`src/rtl/gclcr_pkg.sv`:
```
`default_nettype none
package gclcr_pkg;

   // line store size: at most LINE_BYTES-1 bytes are held per line
   localparam int LINE_BYTES = 48;
   localparam int HELD_W     = $clog2(LINE_BYTES);

   // queue between front and back, depth must be a power of two
   localparam int QUEUE_DEPTH = 2;
   localparam int QPTR_W      = $clog2(QUEUE_DEPTH);
   localparam int QCNT_W      = $clog2(QUEUE_DEPTH + 1);

   localparam int REQ_TDATA_W  = 8;
   localparam int RSP_FIELDS_W = 52;
   localparam int RSP_TDATA_W  = 56;
   localparam int RSP_PAD_W    = RSP_TDATA_W - RSP_FIELDS_W;

   // characters
   localparam logic [7:0] CH_NUL   = 8'h00;
   localparam logic [7:0] CH_TAB   = 8'h09;
   localparam logic [7:0] CH_LF    = 8'h0A;
   localparam logic [7:0] CH_VT    = 8'h0B;
   localparam logic [7:0] CH_FF    = 8'h0C;
   localparam logic [7:0] CH_CR    = 8'h0D;
   localparam logic [7:0] CH_SPACE = 8'h20;
   localparam logic [7:0] CH_STAR  = 8'h2A;
   localparam logic [7:0] CH_PLUS  = 8'h2B;
   localparam logic [7:0] CH_MINUS = 8'h2D;
   localparam logic [7:0] CH_ZERO  = 8'h30;
   localparam logic [7:0] CH_NINE  = 8'h39;
   localparam logic [7:0] CH_A     = 8'h41;
   localparam logic [7:0] CH_N     = 8'h4E;

   // result status codes
   localparam logic [2:0] STATUS_OK       = 3'd0;
   localparam logic [2:0] STATUS_DUP      = 3'd1;
   localparam logic [2:0] STATUS_RESEND   = 3'd2;
   localparam logic [2:0] STATUS_CKSUM    = 3'd3;
   localparam logic [2:0] STATUS_OVERFLOW = 3'd4;

   // classified byte passed from front to back
   typedef struct packed {
      logic [7:0] data;
      logic       is_term;
      logic       is_nul;
      logic       is_space;
      logic       is_star;
      logic       is_blank;
      logic       is_digit;
      logic       is_sign;
      logic       is_minus;
      logic       is_n;
      logic       is_a;
   } byte_class_type;

   // decimal field parser phase
   typedef enum logic [3:0] {
      DEC_IDLE   = 4'b0001,
      DEC_SKIP   = 4'b0010,
      DEC_DIGITS = 4'b0100,
      DEC_DONE   = 4'b1000
   } dec_phase_type;

   typedef struct packed {
      dec_phase_type phase;
      logic          set_neg;
      logic          accum;
   } dec_ctl_type;

   // one step of a decimal field parser: blanks, optional sign, digits
   function automatic dec_ctl_type dec_next(dec_phase_type ph, byte_class_type c);
      dec_ctl_type r;
      r.phase   = ph;
      r.set_neg = 1'b0;
      r.accum   = 1'b0;
      case (ph)
         DEC_SKIP: begin
            if (c.is_blank) begin
               r.phase = DEC_SKIP;
            end else if (c.is_sign) begin
               r.phase   = DEC_DIGITS;
               r.set_neg = c.is_minus;
            end else if (c.is_digit) begin
               r.phase = DEC_DIGITS;
               r.accum = 1'b1;
            end else begin
               r.phase = DEC_DONE;
            end
         end
         DEC_DIGITS: begin
            if (c.is_digit) begin
               r.accum = 1'b1;
            end else begin
               r.phase = DEC_DONE;
            end
         end
         DEC_IDLE: r.phase = DEC_IDLE;
         DEC_DONE: r.phase = DEC_DONE;
         default:  r.phase = DEC_IDLE;
      endcase
      return r;
   endfunction

endpackage
`default_nettype wire

```
`src/rtl/gclcr_front.sv`:
```
`default_nettype none
module gclcr_front (
   input  wire logic                              req_tvalid,
   output logic                                   req_tready,
   input  wire logic [gclcr_pkg::REQ_TDATA_W-1:0] req_tdata,   // [7:0] rx_byte
   input  wire logic                              q_ready,
   output logic                                   q_push,
   output gclcr_pkg::byte_class_type              q_item
);

   logic [7:0] b;

   assign b          = req_tdata[7:0];
   assign req_tready = q_ready;
   assign q_push     = req_tvalid && q_ready;

   always_comb begin
      q_item.data     = b;
      q_item.is_term  = (b == gclcr_pkg::CH_LF) || (b == gclcr_pkg::CH_CR);
      q_item.is_nul   = (b == gclcr_pkg::CH_NUL);
      q_item.is_space = (b == gclcr_pkg::CH_SPACE);
      q_item.is_star  = (b == gclcr_pkg::CH_STAR);
      q_item.is_blank = (b == gclcr_pkg::CH_SPACE) || (b == gclcr_pkg::CH_TAB) ||
                        (b == gclcr_pkg::CH_VT) || (b == gclcr_pkg::CH_FF) ||
                        (b == gclcr_pkg::CH_LF) || (b == gclcr_pkg::CH_CR);
      q_item.is_digit = (b >= gclcr_pkg::CH_ZERO) && (b <= gclcr_pkg::CH_NINE);
      q_item.is_sign  = (b == gclcr_pkg::CH_PLUS) || (b == gclcr_pkg::CH_MINUS);
      q_item.is_minus = (b == gclcr_pkg::CH_MINUS);
      q_item.is_n     = (b == gclcr_pkg::CH_N);
      q_item.is_a     = (b == gclcr_pkg::CH_A);
   end

endmodule
`default_nettype wire

```
`src/rtl/gclcr_queue.sv`:
```
`default_nettype none
module gclcr_queue (
   input  wire logic                      clock,
   input  wire logic                      reset,
   input  wire logic                      push,
   input  wire gclcr_pkg::byte_class_type push_item,
   output logic                           ready,
   input  wire logic                      pop,
   output logic                           valid,
   output gclcr_pkg::byte_class_type      item
);

   gclcr_pkg::byte_class_type entries_ff [gclcr_pkg::QUEUE_DEPTH];

   logic [gclcr_pkg::QPTR_W-1:0] wr_ptr_ff, wr_ptr_in;
   logic [gclcr_pkg::QPTR_W-1:0] rd_ptr_ff, rd_ptr_in;
   logic [gclcr_pkg::QCNT_W-1:0] count_ff, count_in;

   assign ready = (count_ff != gclcr_pkg::QCNT_W'(gclcr_pkg::QUEUE_DEPTH));
   assign valid = (count_ff != '0);
   assign item  = entries_ff[rd_ptr_ff];

   // pointers wrap naturally since depth is a power of two
   always_comb begin
      wr_ptr_in = push ? wr_ptr_ff + gclcr_pkg::QPTR_W'(1) : wr_ptr_ff;
      rd_ptr_in = pop  ? rd_ptr_ff + gclcr_pkg::QPTR_W'(1) : rd_ptr_ff;
      count_in  = count_ff;
      if (push && !pop) begin
         count_in = count_ff + gclcr_pkg::QCNT_W'(1);
      end else if (pop && !push) begin
         count_in = count_ff - gclcr_pkg::QCNT_W'(1);
      end
   end

   always_ff @(posedge clock) begin
      if (reset) begin
         wr_ptr_ff <= '0;
         rd_ptr_ff <= '0;
         count_ff  <= '0;
      end else begin
         wr_ptr_ff <= wr_ptr_in;
         rd_ptr_ff <= rd_ptr_in;
         count_ff  <= count_in;
      end
   end

   always_ff @(posedge clock) begin
      if (push) begin
         entries_ff[wr_ptr_ff] <= push_item;
      end
   end

endmodule
`default_nettype wire

```
`src/rtl/gclcr_back.sv`:
```
`default_nettype none
module gclcr_back (
   input  wire logic                              clock,
   input  wire logic                              reset,
   input  wire logic                              q_valid,
   input  wire gclcr_pkg::byte_class_type         q_item,
   output logic                                   q_pop,
   output logic                                   rsp_tvalid,
   input  wire logic                              rsp_tready,
   output logic [gclcr_pkg::RSP_TDATA_W-1:0]      rsp_tdata
);

   // per-line state
   logic [gclcr_pkg::HELD_W-1:0] held_count_ff, held_count_in;
   logic                         text_ended_ff, text_ended_in;
   logic                         star_seen_ff, star_seen_in;
   logic [7:0]                   xor_committed_ff, xor_committed_in;
   logic                         space_run_odd_ff, space_run_odd_in;
   logic [1:0]                   vis_cnt_ff, vis_cnt_in;
   logic                         first_is_a_ff, first_is_a_in;
   logic                         second_digit_ff, second_digit_in;
   logic                         sp_seen_ff, sp_seen_in;
   logic                         cat_taken_ff, cat_taken_in;
   logic [7:0]                   category_ff, category_in;
   gclcr_pkg::dec_phase_type     num_phase_ff, num_phase_in;
   logic                         num_neg_ff, num_neg_in;
   logic [31:0]                  num_acc_ff, num_acc_in;
   gclcr_pkg::dec_phase_type     code_phase_ff, code_phase_in;
   logic                         code_neg_ff, code_neg_in;
   logic [7:0]                   code_acc_ff, code_acc_in;
   gclcr_pkg::dec_phase_type     given_phase_ff, given_phase_in;
   logic                         given_neg_ff, given_neg_in;
   logic [7:0]                   given_acc_ff, given_acc_in;

   // sequence state
   logic [31:0]                  last_number_ff, last_number_in;
   logic                         any_valid_ff, any_valid_in;

   // output register
   logic                              rsp_valid_ff, rsp_valid_in;
   logic [gclcr_pkg::RSP_TDATA_W-1:0] rsp_data_ff, rsp_data_in;

   gclcr_pkg::dec_ctl_type num_ctl, code_ctl, given_ctl;
   logic [3:0]  digit;
   logic [31:0] num_val, expected;
   logic [7:0]  code_val, given_val;
   logic        ack_line, sum_match;
   logic        line_clear, num_arm, code_arm, given_arm;
   logic        res_fire, res_first;
   logic [2:0]  res_status;
   logic [31:0] res_number;
   logic [7:0]  res_category, res_code;

   assign q_pop      = q_valid && (!rsp_valid_ff || rsp_tready);
   assign rsp_tvalid = rsp_valid_ff;
   assign rsp_tdata  = rsp_data_ff;

   assign digit     = q_item.data[3:0];
   assign num_ctl   = gclcr_pkg::dec_next(num_phase_ff, q_item);
   assign code_ctl  = gclcr_pkg::dec_next(code_phase_ff, q_item);
   assign given_ctl = gclcr_pkg::dec_next(given_phase_ff, q_item);

   assign num_val   = num_neg_ff   ? (32'd0 - num_acc_ff)   : num_acc_ff;
   assign code_val  = code_neg_ff  ? (8'd0 - code_acc_ff)   : code_acc_ff;
   assign given_val = given_neg_ff ? (8'd0 - given_acc_ff)  : given_acc_ff;
   assign expected  = last_number_ff + 32'd1;
   assign sum_match = (xor_committed_ff == given_val);
   assign ack_line  = (vis_cnt_ff == 2'd2) && first_is_a_ff && second_digit_ff;

   always_comb begin
      held_count_in    = held_count_ff;
      text_ended_in    = text_ended_ff;
      star_seen_in     = star_seen_ff;
      xor_committed_in = xor_committed_ff;
      space_run_odd_in = space_run_odd_ff;
      vis_cnt_in       = vis_cnt_ff;
      first_is_a_in    = first_is_a_ff;
      second_digit_in  = second_digit_ff;
      sp_seen_in       = sp_seen_ff;
      cat_taken_in     = cat_taken_ff;
      category_in      = category_ff;
      num_phase_in     = num_phase_ff;
      num_neg_in       = num_neg_ff;
      num_acc_in       = num_acc_ff;
      code_phase_in    = code_phase_ff;
      code_neg_in      = code_neg_ff;
      code_acc_in      = code_acc_ff;
      given_phase_in   = given_phase_ff;
      given_neg_in     = given_neg_ff;
      given_acc_in     = given_acc_ff;
      last_number_in   = last_number_ff;
      any_valid_in     = any_valid_ff;
      line_clear       = 1'b0;
      num_arm          = 1'b0;
      code_arm         = 1'b0;
      given_arm        = 1'b0;
      res_fire         = 1'b0;
      res_status       = gclcr_pkg::STATUS_OK;
      res_number       = '0;
      res_category     = '0;
      res_code         = '0;
      res_first        = 1'b0;

      if (q_pop) begin
         if (!q_item.is_term) begin
            if (held_count_ff == gclcr_pkg::HELD_W'(gclcr_pkg::LINE_BYTES - 1)) begin
               // line full: byte dropped, overflow reported
               line_clear = 1'b1;
               res_fire   = 1'b1;
               res_status = gclcr_pkg::STATUS_OVERFLOW;
            end else begin
               held_count_in = held_count_ff + gclcr_pkg::HELD_W'(1);
               if (!text_ended_ff) begin
                  if (q_item.is_nul) begin
                     text_ended_in = 1'b1;
                  end else begin
                     // first two visible chars for acknowledge lines
                     if (vis_cnt_ff == 2'd0) begin
                        first_is_a_in = q_item.is_a;
                        vis_cnt_in    = 2'd1;
                        num_arm       = q_item.is_n;
                     end else if (vis_cnt_ff == 2'd1) begin
                        second_digit_in = q_item.is_digit;
                        vis_cnt_in      = 2'd2;
                     end

                     // category follows the first space, code two after it
                     if (sp_seen_ff && !cat_taken_ff) begin
                        category_in  = q_item.data;
                        cat_taken_in = 1'b1;
                        code_arm     = 1'b1;
                     end else if (!sp_seen_ff && q_item.is_space) begin
                        sp_seen_in = 1'b1;
                     end

                     // checksum with trailing spaces held back
                     if (!star_seen_ff) begin
                        if (q_item.is_star) begin
                           star_seen_in = 1'b1;
                           given_arm    = 1'b1;
                        end else if (q_item.is_space) begin
                           space_run_odd_in = !space_run_odd_ff;
                        end else begin
                           xor_committed_in = xor_committed_ff ^ q_item.data ^
                              (space_run_odd_ff ? gclcr_pkg::CH_SPACE : 8'd0);
                           space_run_odd_in = 1'b0;
                        end
                     end

                     num_phase_in = num_arm ? gclcr_pkg::DEC_SKIP : num_ctl.phase;
                     num_neg_in   = num_neg_ff || num_ctl.set_neg;
                     if (num_ctl.accum) begin
                        num_acc_in = (num_acc_ff << 3) + (num_acc_ff << 1) + {28'd0, digit};
                     end

                     code_phase_in = code_arm ? gclcr_pkg::DEC_SKIP : code_ctl.phase;
                     code_neg_in   = code_neg_ff || code_ctl.set_neg;
                     if (code_ctl.accum) begin
                        code_acc_in = (code_acc_ff << 3) + (code_acc_ff << 1) + {4'd0, digit};
                     end

                     given_phase_in = given_arm ? gclcr_pkg::DEC_SKIP : given_ctl.phase;
                     given_neg_in   = given_neg_ff || given_ctl.set_neg;
                     if (given_ctl.accum) begin
                        given_acc_in = (given_acc_ff << 3) + (given_acc_ff << 1) +
                                       {4'd0, digit};
                     end
                  end
               end
            end
         end else if (held_count_ff != '0) begin
            line_clear = 1'b1;
            if (!ack_line) begin
               res_fire     = 1'b1;
               res_category = category_ff;
               res_code     = code_val;
               res_number   = num_val;
               if (sum_match) begin
                  res_first    = !any_valid_ff;
                  any_valid_in = 1'b1;
                  if (num_val == last_number_ff) begin
                     res_status = gclcr_pkg::STATUS_DUP;
                  end else if (num_val != expected) begin
                     res_status = gclcr_pkg::STATUS_RESEND;
                     res_number = expected;
                  end else begin
                     res_status     = gclcr_pkg::STATUS_OK;
                     last_number_in = num_val;
                  end
               end else begin
                  res_status = gclcr_pkg::STATUS_CKSUM;
               end
            end
         end
      end

      if (line_clear) begin
         held_count_in    = '0;
         text_ended_in    = 1'b0;
         star_seen_in     = 1'b0;
         xor_committed_in = '0;
         space_run_odd_in = 1'b0;
         vis_cnt_in       = '0;
         first_is_a_in    = 1'b0;
         second_digit_in  = 1'b0;
         sp_seen_in       = 1'b0;
         cat_taken_in     = 1'b0;
         category_in      = '0;
         num_phase_in     = gclcr_pkg::DEC_IDLE;
         num_neg_in       = 1'b0;
         num_acc_in       = '0;
         code_phase_in    = gclcr_pkg::DEC_IDLE;
         code_neg_in      = 1'b0;
         code_acc_in      = '0;
         given_phase_in   = gclcr_pkg::DEC_IDLE;
         given_neg_in     = 1'b0;
         given_acc_in     = '0;
      end
   end

   // output register: a new result loads only when the slot is free or draining
   always_comb begin
      rsp_valid_in = rsp_valid_ff && !rsp_tready;
      rsp_data_in  = rsp_data_ff;
      if (res_fire) begin
         rsp_valid_in = 1'b1;
         rsp_data_in  = {{gclcr_pkg::RSP_PAD_W{1'b0}}, res_first, res_code, res_category,
                         res_number, res_status};
      end
   end

   always_ff @(posedge clock) begin
      if (reset) begin
         held_count_ff    <= '0;
         text_ended_ff    <= 1'b0;
         star_seen_ff     <= 1'b0;
         xor_committed_ff <= '0;
         space_run_odd_ff <= 1'b0;
         vis_cnt_ff       <= '0;
         first_is_a_ff    <= 1'b0;
         second_digit_ff  <= 1'b0;
         sp_seen_ff       <= 1'b0;
         cat_taken_ff     <= 1'b0;
         category_ff      <= '0;
         num_phase_ff     <= gclcr_pkg::DEC_IDLE;
         num_neg_ff       <= 1'b0;
         num_acc_ff       <= '0;
         code_phase_ff    <= gclcr_pkg::DEC_IDLE;
         code_neg_ff      <= 1'b0;
         code_acc_ff      <= '0;
         given_phase_ff   <= gclcr_pkg::DEC_IDLE;
         given_neg_ff     <= 1'b0;
         given_acc_ff     <= '0;
         last_number_ff   <= '0;
         any_valid_ff     <= 1'b0;
         rsp_valid_ff     <= 1'b0;
      end else begin
         held_count_ff    <= held_count_in;
         text_ended_ff    <= text_ended_in;
         star_seen_ff     <= star_seen_in;
         xor_committed_ff <= xor_committed_in;
         space_run_odd_ff <= space_run_odd_in;
         vis_cnt_ff       <= vis_cnt_in;
         first_is_a_ff    <= first_is_a_in;
         second_digit_ff  <= second_digit_in;
         sp_seen_ff       <= sp_seen_in;
         cat_taken_ff     <= cat_taken_in;
         category_ff      <= category_in;
         num_phase_ff     <= num_phase_in;
         num_neg_ff       <= num_neg_in;
         num_acc_ff       <= num_acc_in;
         code_phase_ff    <= code_phase_in;
         code_neg_ff      <= code_neg_in;
         code_acc_ff      <= code_acc_in;
         given_phase_ff   <= given_phase_in;
         given_neg_ff     <= given_neg_in;
         given_acc_ff     <= given_acc_in;
         last_number_ff   <= last_number_in;
         any_valid_ff     <= any_valid_in;
         rsp_valid_ff     <= rsp_valid_in;
      end
   end

   always_ff @(posedge clock) begin
      rsp_data_ff <= rsp_data_in;
   end

endmodule
`default_nettype wire

```
`src/rtl/gcode_line_checksum_sequence_receiver.sv`:
```
// line receiver for numbered, checksummed g-code text
// req channel: one raw received byte per beat; cr or lf ends a line
// rsp channel: one beat per checked line or per overflow; empty lines and
//   acknowledge lines ("A" plus a digit) give no beat
// the line is parsed as it streams in: line number, category, code, running
//   xor and the decimal checksum after '*' are tracked per byte, so no line
//   buffer is kept and the line end only compares and sequences
// a full line (LINE_BYTES-1 bytes held) turns the next byte into an overflow
//   beat, drops it and clears the line
// result path: with nothing waiting ahead, a line-ending byte accepted on req
//   passes through a queue entry, then the result register, before its
//   result beat is on rsp
// throughput: one byte per cycle while rsp does not stall; the back end retires one queued
//   byte per cycle while the result register is empty or draining
// when rsp stalls, the result register holds and the two-entry queue keeps
//   taking bytes until full, then req_tready drops
// reset clears the line, the queue, the result register, the last accepted
//   line number (0) and the first-valid flag
`default_nettype none
module gcode_line_checksum_sequence_receiver (
   input  wire logic                              clock,
   input  wire logic                              reset,
   input  wire logic                              req_tvalid,
   output logic                                   req_tready,
   input  wire logic [gclcr_pkg::REQ_TDATA_W-1:0] req_tdata,  // [7:0] rx_byte
   output logic                                   rsp_tvalid,
   input  wire logic                              rsp_tready,
   // [2:0] status, [34:3] line_number, [42:35] category, [50:43] code,
   // [51] first_valid, [55:52] zero
   output logic [gclcr_pkg::RSP_TDATA_W-1:0]      rsp_tdata
);

   gclcr_pkg::byte_class_type push_item;
   gclcr_pkg::byte_class_type pop_item;
   logic                      q_ready;
   logic                      q_push;
   logic                      q_valid;
   logic                      q_pop;

   // front: handshake and byte classification
   gclcr_front u_front (
      .req_tvalid (req_tvalid),
      .req_tready (req_tready),
      .req_tdata  (req_tdata),
      .q_ready    (q_ready),
      .q_push     (q_push),
      .q_item     (push_item)
   );

   // short queue decoupling front and back
   gclcr_queue u_queue (
      .clock     (clock),
      .reset     (reset),
      .push      (q_push),
      .push_item (push_item),
      .ready     (q_ready),
      .pop       (q_pop),
      .valid     (q_valid),
      .item      (pop_item)
   );

   // back: line parse, checksum, sequencing and the result register
   gclcr_back u_back (
      .clock      (clock),
      .reset      (reset),
      .q_valid    (q_valid),
      .q_item     (pop_item),
      .q_pop      (q_pop),
      .rsp_tvalid (rsp_tvalid),
      .rsp_tready (rsp_tready),
      .rsp_tdata  (rsp_tdata)
   );

endmodule
`default_nettype wire
```
`config.mk`:
```
export PLATFORM = sky130hd
export DESIGN_NAME = gcode_line_checksum_sequence_receiver
export DESIGN_NICKNAME = d
export VERILOG_FILES = /design/src/rtl/gclcr_pkg.sv /design/src/rtl/gclcr_front.sv /design/src/rtl/gclcr_queue.sv /design/src/rtl/gclcr_back.sv /design/src/rtl/gcode_line_checksum_sequence_receiver.sv
export SDC_FILE = /design/constraint.sdc
export NUM_CORES = 1
export LEC_CHECK = 0
export BUFFER_PORTS_ARGS = -buffer_cell sky130_fd_sc_hd__buf_2
export CORE_MARGIN = 3
export CORE_UTILIZATION = 26
export CTS_CLUSTER_SIZE = 28
export DETAILED_ROUTE_END_ITERATION = 12
export PLACE_DENSITY = 0.38
export SYNTH_ARGS = -nofsm -noshare
export SYNTH_HDL_FRONTEND = slang
export SYNTH_SLANG_ARGS = --single-unit
```
`constraint.sdc`:
```
create_clock -name clock -period 9.4 [get_ports clock]
set_input_delay 0.94 -clock clock [delete_from_list [all_inputs] [get_ports clock]]
set_output_delay 0.94 -clock clock [all_outputs]
set_load 0.05 [all_outputs]
```
**After elaboration in Yosys (flattened, before gate mapping)**

Memory sizes are Yosys's and may differ from the RTL's. A register that Yosys moved wholly into a read port is not among the register bits.
Index checks and enable logic that the tools add are counted.

- Register bits: 184
- Bits in writable memories: 36
- Input port bits: 12
- Output and inout bits: 58
- Word-level logic and storage cells: 223
- Memories: 1

- $add $sub $neg: 15
- Order comparisons: 2
- Equality and inequality tests: 30
- Mux-type cells: 74
- Bitwise logic cells: 17
- Reductions and logical operators: 55

Memory list:

| memory | depth | width | rd ports | clocked after memory_dff | write ports | line | source |
|---|---|---|---|---|---|---|---|
| u_queue.entries_ff | 2 | 18 | 1 | 1 | 1 | gclcr_queue.sv:13 | `gclcr_pkg::byte_class_type entries_ff [gclcr_pkg::QUEUE_DEPTH];` |

Operators with widths:

| operator | number |
|---|---|
| two-way mux 32 bit | 4 |
| AND reduction 6 bit | 9 |
| two-way mux 1 bit | 42 |
| equality test 8 x 4 -> 1 bit, second input constant | 5 |
| case mux 4 bit (3 select lines) | 3 |
| adder 32 x 1 -> 32 bit, second input constant | 1 |
| adder 32 bit | 1 |
| adder 32 x 4 -> 32 bit | 1 |
| equality test 32 bit | 1 |
| equality test 8 x 6 -> 1 bit, second input constant | 4 |
| inequality test 32 bit | 1 |
| subtractor 1 x 32 -> 32 bit, first input constant | 1 |
| two-way mux 4 bit | 7 |
| AND reduction 7 bit | 4 |
| two-way mux 3 bit | 6 |
| adder 8 x 4 -> 8 bit | 2 |
| adder 8 bit | 2 |
| equality test 8 x 7 -> 1 bit, second input constant | 2 |
| two-way mux 8 bit | 2 |
| subtractor 1 x 8 -> 8 bit, first input constant | 2 |
| bitwise XOR 8 bit | 2 |
| NOT 1 bit | 15 |
| equality test 4 x 2 -> 1 bit, second input constant | 3 |
| equality test 4 x 3 -> 1 bit, second input constant | 3 |
| 29 further kinds | 70 |

**Logic depth before layout (Yosys ltp)**

Gate-level depths: netlist of the first run.

- Depth in word-level cells: 10
- Gate-level depth with buffers: 17
- Depth with buffers taken out: 15

**By module**

From an unflattened synthesis of the first run, not the netlist that was laid out.

- Cell total of the unflattened synthesis: 1,624
- Area total of the unflattened synthesis: 14,634.0 um^2

Modules (own cells, without submodules):

| module | instances | cells each | area each (um^2) | seq. area each (um^2) |
|---|---|---|---|---|
| gclcr_back | 1 | 1,509 | 12,863.6 | 4,124.0 |
| gclcr_queue | 1 | 78 | 1,507.7 | 1,181.1 |
| gclcr_front | 1 | 37 | 262.8 | 0.0 |

**Worst setup path before layout of the first run**

No wires, ideal clock.

- Kind: register to register
- From: register u_back.num_acc_ff[0]
- To: register u_back.rsp_data_ff, in the netlist u_back.rsp_tdata[10], data pin
- Library setup time: 0.262 ns
- Data arrival time: 4.159 ns
- Data required time: 9.138 ns
- Slack: 4.979 ns
- Stages on the path, launching flop included: 17
- Buffers on the path: 4
- Clock period less this slack: 4.421 ns
- Cell sequence: dfxtp_1 > buf_2 > inv_1 > ha_1 > or4b_1 > buf_2 > or4_4 > buf_6 > o21ai_0 > xor2_1 > xnor2_1 > nand4_1 > or4_1 > nor3_2 > nor2_1 > buf_4 > mux2_1

- Cells in the longest elaborated chain, start to end: 6
- Elaborated cells between the ends (all ways): 7
- Those cells by class: add/sub: 1; eq/ne: 2; mux: 4

Ends and longest elaborated chain:

| item | line | source |
|---|---|---|
| from (decl) | gclcr_back.sv:27 | `logic [31:0] num_acc_ff, num_acc_in;` |
| from (signal assigned) | gclcr_back.sv:271 | `num_acc_ff <= num_acc_in;` |
| subtractor 1 x 32 -> 32 bit | gclcr_back.sv:63 | `assign num_val = num_neg_ff ? (32'd0 - num_acc_ff) : num_acc_ff;` |
| two-way mux 32 bit (*) | gclcr_back.sv:63 |  |
| inequality test 32 bit | gclcr_back.sv:183 | `end else if (num_val != expected) begin` |
| two-way mux 32 bit | gclcr_back.sv:183 |  |
| two-way mux 32 bit | gclcr_back.sv:181 | `if (num_val == last_number_ff) begin` |
| two-way mux 32 bit (*) | gclcr_back.sv:178 | `if (sum_match) begin` |
| to (signal assigned) | gclcr_back.sv:285 | `rsp_data_ff <= rsp_data_in;` |
| to (decl) | gclcr_back.sv:41 | `logic [gclcr_pkg::RSP_TDATA_W-1:0] rsp_data_ff, rsp_data_in;` |

Mark *: on every way between the ends. The rest lies on a longest branch, timed or not.
A chain may end at the register's enable or synchronous reset.

**Worst setup path in the final report of the first run**

- From: register u_back.num_acc_ff[0]
- To: register u_back.rsp_data_ff, in the netlist u_back.rsp_tdata[26], data pin

Same word-level chain as after synthesis.

==> reports/results.txt, run 1 <==
Status - complete, no violations
Dpl hpwl - 30800 um
Worst slew margin - 22.2%
Post-synth EDFFs - 88
Placed cells - 2338
Post-synthesis cell type count - 87
GRT Total Usage - 14.3%
# DRC - 0
Post-CTS Setup Bufs - 0
Worst path bufs/invs - 2
Final non-filler cell total - 2392
Row cnt - 85
Sink Count - 221
Clock network latency to the later pin of the worst-skew pair - 580 ps
Antenna Nets Post-Route - 0
Synth async-reset ratio - 0%
Max FO, Critical Path - 29
Htree depth - 1
Max capacitance violation total - 0
Count of final setup violators - 0
CP dominant cell by count - xnor2_1
Worst hold start - u_back.any_valid_ff
Top FF cell, synth - dfxtp_1
Worst vdd ir - 0.137 mV
Endpoint, Worst Hold - u_back.any_valid_ff
GRT Residual Overflow - 0
Post-synth top area share - 18.4%
Fin. Hold Viols - 0
TritonCTS buffer count - 29
Cells resized by post-CTS repair - 0
Hold path cells - 2
IO Pins - 70
Minimum clock period - 5100 ps
GPL Wtd Cong - 0.815
Drt total wl - 42500 um
DRT iter0 DRCs - 572
CTS tree - built
Most common cell after layout, fill and taps aside - nor2_1
Layout cells sized above 1 - 11.7%
Root Buffer - clkbuf_16
Vias - 11600
Critical path class - flop to flop
Commonest cells after routing, fill and taps aside - 221 x nor2_1, 132 x dfxtp_1, 105 x nand2_1, 96 x a21oi_1, 94 x xor2_1
Crit path cell chain - inv_1 -> ha_1 -> or4b_1 -> or4_4 -> o31a_1 -> xnor2_1 -> xnor2_1 -> nand4_1 -> or4_1 -> nor3_2 -> nor2_2 -> buf_4 -> mux2_1
Deepest clock path buffer count - 3
Reg2Reg Depth - 13
CP endpoint kind - flop
Die area - 58500 um^2
Crit start category - flop
Power Dens Cells - 170 nW/um^2
Synth Register Bits - 221
Mapped Area - 14500 um^2
Synthesis warning total - 0
Clock skew - 7.75 ps
Flop-to-flop setup slack - 4300 ps
CP top delay family - simple AND/OR/NAND/NOR gates
Leakage Power - 6.54 nW
Vias per cell - 4.84
Initial core utilization - 26.6%
Reg clk slew, reported paths - 60 ps
Hold crit path type - flop to flop
First-pass GRT wire length - 67700 um
RR Startpoint - u_back.num_acc_ff[0]
DRT Pass-1 Iters - 5
Avg Inst Size Synth - 9.00 um^2
Fin. max-slew vios - 0
Worst reg2reg endpoint - u_back.rsp_tdata[26]
I/O Buffers - 65
Seq/Total Area, Yosys - 36.7%
Ranking of synthesized cells by area - dfxtp_1 18%, edfxtp_1 18%, ha_1 7.4%, nor2_1 5.8%, xor2_1 5.7%
Critical Path RT - 9720 ps
Hold_buf cts - 0
Largest area contributor in the netlist - dfxtp_1
# diodes - 0
Fmax - 0.196 GHz
Layout area overhead - 14.1%
Worst slew pin tran - 1160 ps
Mapped Cells - 1607
Initial antenna violation count - 0
Layout filler cell count - 5805
Setup TNS - 0 ps
Die Width - 242 um
CP max stage cell - or4_4
Hold WS - 471 ps
Core region area - 54500 um^2
Final net count - 1733
Final period util - 54.3%
Chip Height - 242 um
Total power - 2.80 mW
Max incr delay on CP - 660 ps
Largest net degree at the start of global routing - 68
Vias in the first global route - 11600
Wire per inst - 17.8 um
RSZ-0062 raised after global routing - no
CP Data Arrival Time - 5420 ps
[registers in the layout, summed over array words and instances (netlist names), 4 cells and up, named ones only]
name / count
u_queue.entries_ff: 36
u_back.xor_committed_ff: 8
u_back.code_phase_ff: 4
u_back.num_phase_ff: 4
u_back.category_ff: 8
u_back.held_count_ff: 6
u_back.given_acc_ff: 8
u_back.last_number_ff: 32
u_back.rsp_tdata: 52
u_back.given_phase_ff: 4
u_back.code_acc_ff: 8
u_back.num_acc_ff: 32
[cells by family (layout without fill, tap and decap cells)]
logic type | after synthesis | in the layout | synth area share, %
DFF | 221 | 221 | 36.7
other | 1 | 4 | 0.0259
xor gates and xnor gates | 178 | 178 | 11.1
muxes | 66 | 66 | 4.86
and+or+nand+nor | 603 | 603 | 20.6
AOI/OAI and AO/OA | 314 | 314 | 14.6
adders and majority gates | 91 | 91 | 8.18
buffers and inverters | 133 | 176 | 3.87
[per-layer routing]
metal  GRT usage, %  share of wire [%]  routed length [um]
met2           26.1                 50               21400
met1           17.9                 45               19200
met5              0                  0                   0
met4           3.25                2.2                 916
met3           1.62                2.4                1010
[worst max-delay path by stage]
| stage | depth (start not counted) | to | from |
|---|---|---|---|
| 4_1_cts | 13 | u_back.rsp_tdata[26] | u_back.num_acc_ff[0] |
| 5_1_grt | 13 | u_back.rsp_tdata[26] | u_back.num_acc_ff[0] |
| 3_5_place_dp | 13 | u_back.rsp_tdata[31] | u_back.num_acc_ff[0] |
| 3_3_place_gp | 13 | u_back.rsp_tdata[25] | u_back.num_acc_ff[0] |
| 6_report | 13 | u_back.rsp_tdata[26] | u_back.num_acc_ff[0] |
| 2_1_floorplan | 16 | u_back.rsp_tdata[10] | u_back.num_acc_ff[0] |
[synthesized netlist by cell type, types with 4 or more instances]
master / number
nor2_1: 222
dfxtp_1: 133
nand2_1: 106
a21oi_1: 96
xor2_1: 94
edfxtp_1: 88
ha_1: 85
xnor2_1: 80
clkbuf_1: 74
o21ai_0: 55
a211oi_1: 49
nand3_1: 37
nor3_1: 36
inv_1: 34
mux2i_1: 32
or3_1: 29
a21o_1: 24
nand2b_1: 22
nand4_1: 22
nor4_1: 22
and3_1: 19
mux2_1: 18
nor2b_1: 17
mux2_2: 16
and2_1: 13
buf_4: 11
or2_2: 11
buf_2: 9
o31ai_1: 9
o41ai_1: 9
a31oi_1: 8
or4_1: 8
nand3b_1: 7
fa_1: 6
and4_1: 5
o211ai_1: 5
a211o_1: 4
a221oi_1: 4
a32oi_1: 4
buf_1: 4
nor3b_1: 4
or4_4: 4
[metrics by stage]
stage	setup WS, ps	instance area [um^2]	util (%)
after CTS	4290	16500	30.3
final	4300	16500	30.3
after detailed placement	4310	15500	28.4
after global routing	3930	16500	30.3
after global placement	4390	15500	28.4
after floorplan	4980	14500	-
[where the power goes]
group	leakage (nW)	total [mW]	internal (mW)	switching (mW)
clock	0.510	1.20	0.737	0.460
sequential	1.90	1.11	1.08	0.0362
combinational	4.13	0.490	0.141	0.348
total	6.54	2.80	1.95	0.845
[area by class of cell]
type / instances / area, um^2 / share of cell area, %
clock inverters: 16 / 223 / 1.35
flip-flops and latches: 221 / 5310 / 32.1
well taps: 739 / 925 / 5.60
inverters: 34 / 128 / 0.773
repair buffers: 88 / 498 / 3.02
clock buffers: 38 / 800 / 4.84
multi-input cells: 1256 / 8630 / 52.3
[tightest hold or removal path: cells and delay by family (launching register included)]
kind               cells  cell delay, ps
DFF                    1             330
and+or+nand+nor        1              70
AOI/OAI and AO/OA      1              40
No activity file was read; power rests on OpenSTA's default activity.
==> run 2, diff against run 1 <==
Settings changed: ABC_AREA from default to 1, PLACE_DENSITY 0.38 to 0.4.
Clock period 9.4 ns to 4.6 ns, I/O delays scaled along.
==> run 2 against run 1 <==
Against the previous run: combinational power grew to 3.6 times the previous value; worst hold slack lost 370 ps; register-to-register slack lost 3500 ps; sequential power is 120% higher.
==> reports/results.txt, run 2 <==
Vias in the first global route - 13400 (+15%)
Vias - 14100 (+22%)
Chip Height - 247 um (+1.9%)
# DRC - 0 (unchanged)
I/O Buffers - 65 (unchanged)
Post-CTS Setup Bufs - 0 (unchanged)
Antenna Nets Post-Route - 0 (unchanged)
Sink Count - 221 (unchanged)
CP Data Arrival Time - 4260 ps (-1160 ps)
Leakage Power - 7.79 nW (+19%)
GPL Wtd Cong - 0.905 (+11%)
Post-synth top area share - 17.7% (-0.71 points)
Synthesis warning total - 0 (unchanged)
Fin. Hold Viols - 0 (unchanged)
Flop-to-flop setup slack - 820 ps (-3480 ps)
Minimum clock period - 3780 ps (-1320 ps)
Largest area contributor in the netlist - dfxtp_1
Placed cells - 3004 (+28%)
Fmax - 0.265 GHz (+35%)
Initial antenna violation count - 0 (unchanged)
Drt total wl - 48000 um (+13%)
Status - complete, no violations
Deepest clock path buffer count - 3 (unchanged)
Dpl hpwl - 37400 um (+21%)
Power Dens Cells - 385 nW/um^2 (+130%)
Core region area - 56800 um^2 (+4.4%)
Clock skew - 18.8 ps (+11.1 ps)
Synth async-reset ratio - 0% (unchanged)
Hold WS - 98.4 ps (-373 ps)
IO Pins - 70 (unchanged)
GRT Total Usage - 15.6% (+1.4 points)
Max FO, Critical Path - 5 (-83%)
Hold_buf cts - 0 (unchanged)
Synth Register Bits - 221 (unchanged)
Count of final setup violators - 0 (unchanged)
Commonest cells in the netlist - 577 x nand2_1, 314 x nor2_1, 287 x inv_1
Most common cell in the netlist - nand2_1
Wire per inst - 15.7 um (-12%)
Commonest cells after routing, fill and taps aside - 576 x nand2_1, 314 x nor2_1, 287 x inv_1, 153 x nand3_1, 146 x o21ai_0
Htree depth - 1 (unchanged)
Max reg flops - 52 (unchanged)
Cells resized by post-CTS repair - 0 (unchanged)
Root Buffer - clkbuf_16
CTS tree - built
Fin. max-slew vios - 0 (unchanged)
Largest net degree at the start of global routing - 52 (-24%)
Vias per cell - 4.61 (-4.7%)
Layout cells sized above 1 - 6.91% (-4.8 points)
Clock network latency to the later pin of the worst-skew pair - 590 ps (about the same)
Max capacitance violation total - 0 (unchanged)
Final period util - 82.2% (+28 points)
Hold crit path type - primary input to flop
Post-synth EDFFs - 88 (unchanged)
Crit start category - flop
Final net count - 2382 (+37%)
TritonCTS buffer count - 29 (unchanged)
Die Width - 247 um (+1.9%)
First-pass GRT wire length - 75600 um (+12%)
Mapped Cells - 2218 (+38%)
Initial core utilization - 26.5% (-0.086 points)
DRT iter0 DRCs - 921 (+61%)
Setup TNS - 0 ps (unchanged)
Seq/Total Area, Yosys - 35.3% (-1.4 points)
Reg clk slew, reported paths - 60 ps (about the same)
Row cnt - 87 (+2.4%)
Worst vdd ir - 0.306 mV (+120%)
Die area - 60800 um^2 (+3.9%)
Most common cell after layout, fill and taps aside - nand2_1
RSZ-0062 raised after global routing - no
Mapped Area - 15000 um^2 (+4.0%)
DRT Pass-1 Iters - 5 (unchanged)
Layout area overhead - 14.8%
Post-synthesis cell type count - 49 (-44%)
Total power - 6.64 mW (+140%)
# diodes - 0 (unchanged)
Worst slew pin tran - 767 ps (-396 ps)
CP endpoint kind - flop
Ranking of synthesized cells by area - dfxtp_1 18%, edfxtp_1 18%, nand2_1 14%, nor2_1 7.8%, inv_1 7.2%
Top FF cell, synth - dfxtp_1
GRT Residual Overflow - 0 (unchanged)
Critical path class - flop to flop
Worst slew margin - 48.6% (+26 points)
Critical Path RT - 5080 ps (-4640 ps)
Final non-filler cell total - 3058 (+28%)
Avg Inst Size Synth - 6.78 um^2 (-25%)
-- run 2: cell count changes after synthesis, sizes merged, moves of 34 or more --
cell,before,now
xor2,95,37
o21ai,57,149
nand3,37,155
a21oi,96,137
clkbuf,74,34
nand2,106,581
inv,34,291
nor2,223,322
mux2,34,0
xnor2,80,26
a211oi,52,4
-- run 2: area by class of cell --
class	count	area, um^2
flip-flops and latches	221	5310
inverters	293	1100
well taps	756	946
fillers	6268	39600
clock buffers	37	766
multi-input cells	1649	8390
repair buffers	85	513
clock inverters	17	254
-- run 2: worst max-delay path, cell delays in order, from the launching register on --
cell and delay [ps]:
dfxtp_1 380, inv_1 90, or2_2 270, o21ai_0 180, inv_1 200, ha_1 340, ha_1 240, fa_1 410
nand3_1 90, nand2_1 110, nand2_1 70, and3_1 180, o21ai_0 90, buf_4 170, a21oi_1 200, o21ai_0 170
nand2_1 120, inv_1 40, o21bai_1 120, nand3_1 80, nand2_1 90, inv_1 30
-- run 2: per-stage QoR --
step           area, um^2  setup WS, ps  util [%]
2_1_floorplan       15100          1110         -
3_3_place_gp        16300           870      28.6
3_5_place_dp        16300           751      28.6
4_1_cts             17300           730      30.4
5_1_grt             17300           393      30.4
6_report            17300           820      30.4
-- run 2: final timing paths --
| kind | from | to | cells past startpoint |
|---|---|---|---|
| setup / recovery | flop | u_back.num_acc_ff[28] | 21 |
| hold / removal | req_tdata[7] | u_queue.entries_ff[0][17] | 1 |
| setup reg to reg | flop | u_back.num_acc_ff[28] | 21 |
| hold reg to reg | u_back.xor_committed_ff[1] | u_back.xor_committed_ff[1] | 1 |
-- run 2: cells by family (layout without fill, tap and decap cells) --
group | count (synthesis) | after routing | share of synthesized area, %
xor gates and xnor gates | 63 | 63 | 3.67
DFF | 221 | 221 | 35.3
buffers and inverters | 351 | 432 | 9.07
and+or+nand+nor | 1158 | 1158 | 32.1
AOI/OAI and AO/OA | 328 | 328 | 11.7
muxes | 5 | 5 | 0.333
adders and majority gates | 91 | 91 | 7.87
other | 1 | 4 | 0.0249
-- run 2: power breakdown --
group          leakage (nW)  switching (mW)  internal (mW)  total (mW)
clock                 0.488           0.943           1.51        2.46
sequential             1.90           0.108           2.30        2.40
combinational          5.39            1.33          0.446        1.78
total                  7.79            2.39           4.26        6.64
-- run 2: routing by layer --
metal,wire (um),part of all wire (%),vias up,track usage (%)
met3,1520,3.2,62,1.63
met1,23600,49,6404,21.6
met5,0,0,-,0
met4,1430,3.0,0,4.44
met2,21500,45,280,25.8
li1,-,-,7348,-
==> run 3, diff against run 2 <==
Settings changed: ABC_AREA 1 to 0, PLACE_DENSITY 0.4 to 0.38.
Clock period 4.6 ns to 3.7 ns, I/O delays scaled along.
==> run 3 against run 2 <==
Against the previous run: the run now ends with negative setup slack left; largest power group is now sequential cells; flip-flop and latch count unchanged; clock-buffer cell count unchanged; cell area increased by 12%.
==> reports/results.txt, run 3 (synthesis gave the netlist of run 1 again) <==
Fin. max-slew vios - 0 (unchanged)
Initial core utilization - 26.6% (+0.086 points)
Pint - 4.71 mW (+11%)
Fmax - 0.245 GHz (-7.4%)
Count of final setup violators - 66 (+66)
Power Dens Cells - 358 nW/um^2 (-6.8%)
Vias per cell - 4.78 (+3.8%)
TritonCTS buffer count - 28 (-3.4%)
First-pass GRT wire length - 73000 um (-3.4%)
Worst setup margin - -383 ps (-1200 ps)
Initial antenna violation count - 1 (+1)
Core region area - 54500 um^2 (-4.2%)
GRT Total Usage - 15.5% (-0.14 points)
Final net count - 1979 (-17%)
Max reg flops - 52 (unchanged)
Antenna Nets Post-Route - 0 (unchanged)
I/O Buffers - 65 (unchanged)
Comb pwr share - 20.5% (-6.3 points)
Htree depth - 1 (unchanged)
Leakage Power - 8.00 nW (+2.7%)
Max FO, Critical Path - 6 (+1)
CTS tree - built
Most common cell after layout, fill and taps aside - buf_4
# diodes - 0 (unchanged)
# DRC - 0 (unchanged)
Drt total wl - 46400 um (-3.3%)
Sw frac - 31.8% (-4.2 points)
Row cnt - 85 (-2.3%)
CP endpoint kind - flop
Clock skew - 45.6 ps (+26.8 ps)
Root Buffer - clkbuf_16
Final period util - 110% (+28 points)
Layout filler cell count - 5672 (-9.5%)
Minimum clock period - 4080 ps (+304 ps)
IO Pins - 70 (unchanged)
Clock network latency to the later pin of the worst-skew pair - 590 ps (about the same)
Power share of the clock group - 38.4% (+1.4 points)
Critical path class - flop to flop
Worst slew margin - 36.1% (-12 points)
Reg clk slew, reported paths - 60 ps (about the same)
Commonest cells after routing, fill and taps aside - 223 x buf_4, 199 x nor2_1, 129 x dfxtp_1, 105 x nand2_1, 92 x xor2_1
Die area - 58500 um^2 (-3.8%)
DRT iter0 DRCs - 564 (-39%)
Fin. Hold Viols - 0 (unchanged)
DRT Pass-1 Iters - 4 (-1)
GPL Wtd Cong - 0.833 (-7.9%)
Deepest clock path buffer count - 3 (unchanged)
Dpl hpwl - 33400 um (-10%)
Total power - 6.91 mW (+4.0%)
Post-Place Setup Slack - -651 ps (-1400 ps)
CP Data Arrival Time - 4550 ps (+290 ps)
Vias in the first global route - 12700 (-5.2%)
Worst vdd ir - 0.311 mV (+1.9%)
Wire per inst - 17.6 um (+12%)
NetSw - 2.19 mW (-8.1%)
Sink Count - 221 (unchanged)
Die Width - 242 um (-1.9%)
Vias - 12600 (-11%)
Layout area overhead - 33.2%
Violated checks - negative setup slack
Hold crit path type - primary input to flop
Max capacitance violation total - 0 (unchanged)
GRT Residual Overflow - 0 (unchanged)
Chip Height - 242 um (-1.9%)
Largest net degree at the start of global routing - 84 (+62%)
Critical Path RT - 4160 ps (-920 ps)
Seq pwr share - 41.2% (+5.0 points)
Status - finished, violations left
Crit start category - flop
Core Util, Final - 35.4% (+5.0 points)
Worst slew pin tran - 958 ps (+192 ps)
Layout cells sized above 1 - 28.2% (+21 points)
RSZ-0062 raised after global routing - yes
## run 3: cell types whose count changed in the layout (fill, tap and decap cells not counted), sizes merged, moves of 27 or more
| cell | delta |
|---|---|
| nand2 | -475 |
| xnor2 | +54 |
| a21oi | -41 |
| buf | +242 |
| mux2i | +27 |
| xor2 | +58 |
| inv | -257 |
| nand3 | -118 |
| mux2 | +34 |
| a211oi | +48 |
| or3 | +29 |
| nor2 | -96 |
| o21ai | -92 |
## run 3: path summary, 6_finish.rpt
path	depth (start not counted)	from	slack [ps]	end
worst min register to register	2	u_back.any_valid_ff	480	u_back.any_valid_ff
worst max-delay path	17	u_back.num_acc_ff[0]	-380	u_back.last_number_ff[24]
worst min-delay path	3	rsp_tready	60	u_back.rsp_tvalid
worst max register to register	17	u_back.num_acc_ff[0]	-380	u_back.last_number_ff[24]
## run 3: metrics by stage
step                      hold WS (ps)  cells  setup TNS [ps]  area [um^2]
after floorplan                    437   1610          -28230        14600
after global placement             461   2536          -42350        17100
after detailed placement           467   2536          -39030        17100
after CTS                         22.3   2630          -23980        18900
after global routing              67.6   2637          -29750        19300
final                             61.7   2637          -20210        19300
## run 3: layout make-up
cell class	instances	area (um^2)	area share, %
Clock buffer	37	744	3.86
Clock inverter	15	129	0.669
Inverter	34	130	0.675
Multi-Input combinational cell	1259	9330	48.4
Sequential cell	221	5320	27.6
Tap cell	739	925	4.80
Timing Repair Buffer	332	2700	14.0
## run 3: timing repair
action,CTS,global route
hold endpoints to repair,10,0
setup buffers,28,12
cloned,10,0
gates resized for setup,102,71
pin swaps,50,54
hold buffers,5,0
setup endpoints to repair,77,77
## run 3: power by group through the flow
stage	Combinational, mW	Sequential (mW)	Clock (mW)
floorplan	0.775	2.99	0
global placement	1.36	2.89	0
detailed placement	1.36	2.89	0
CTS	1.38	2.85	2.76
global route	1.56	2.86	2.85
finish	1.41	2.84	2.65
## run 3: critical path, cell delays in order (launching register included)
cell and delay, ps:
dfxtp_4 350, inv_4 50, ha_4 110, or4b_4 470, or4_4 520, buf_12 170
o41ai_4 250, xor3_2 360, or3b_4 380, mux2i_1 170, o21ai_2 110, buf_4 150
nor4_4 170, buf_4 180, buf_6 130, buf_12 140, nor2_2 30, a211oi_1 200
## run 3: layer usage
metal  wire length, um  up-vias  part of all wire, %  track usage [%]
met3              1190       59                  2.6             1.88
met5                 0        -                    0                0
li1                  -     6331                    -                -
met2             23100      172                   50             27.7
met1             21200     6050                   46             19.9
met4              1010        0                  2.2             3.64
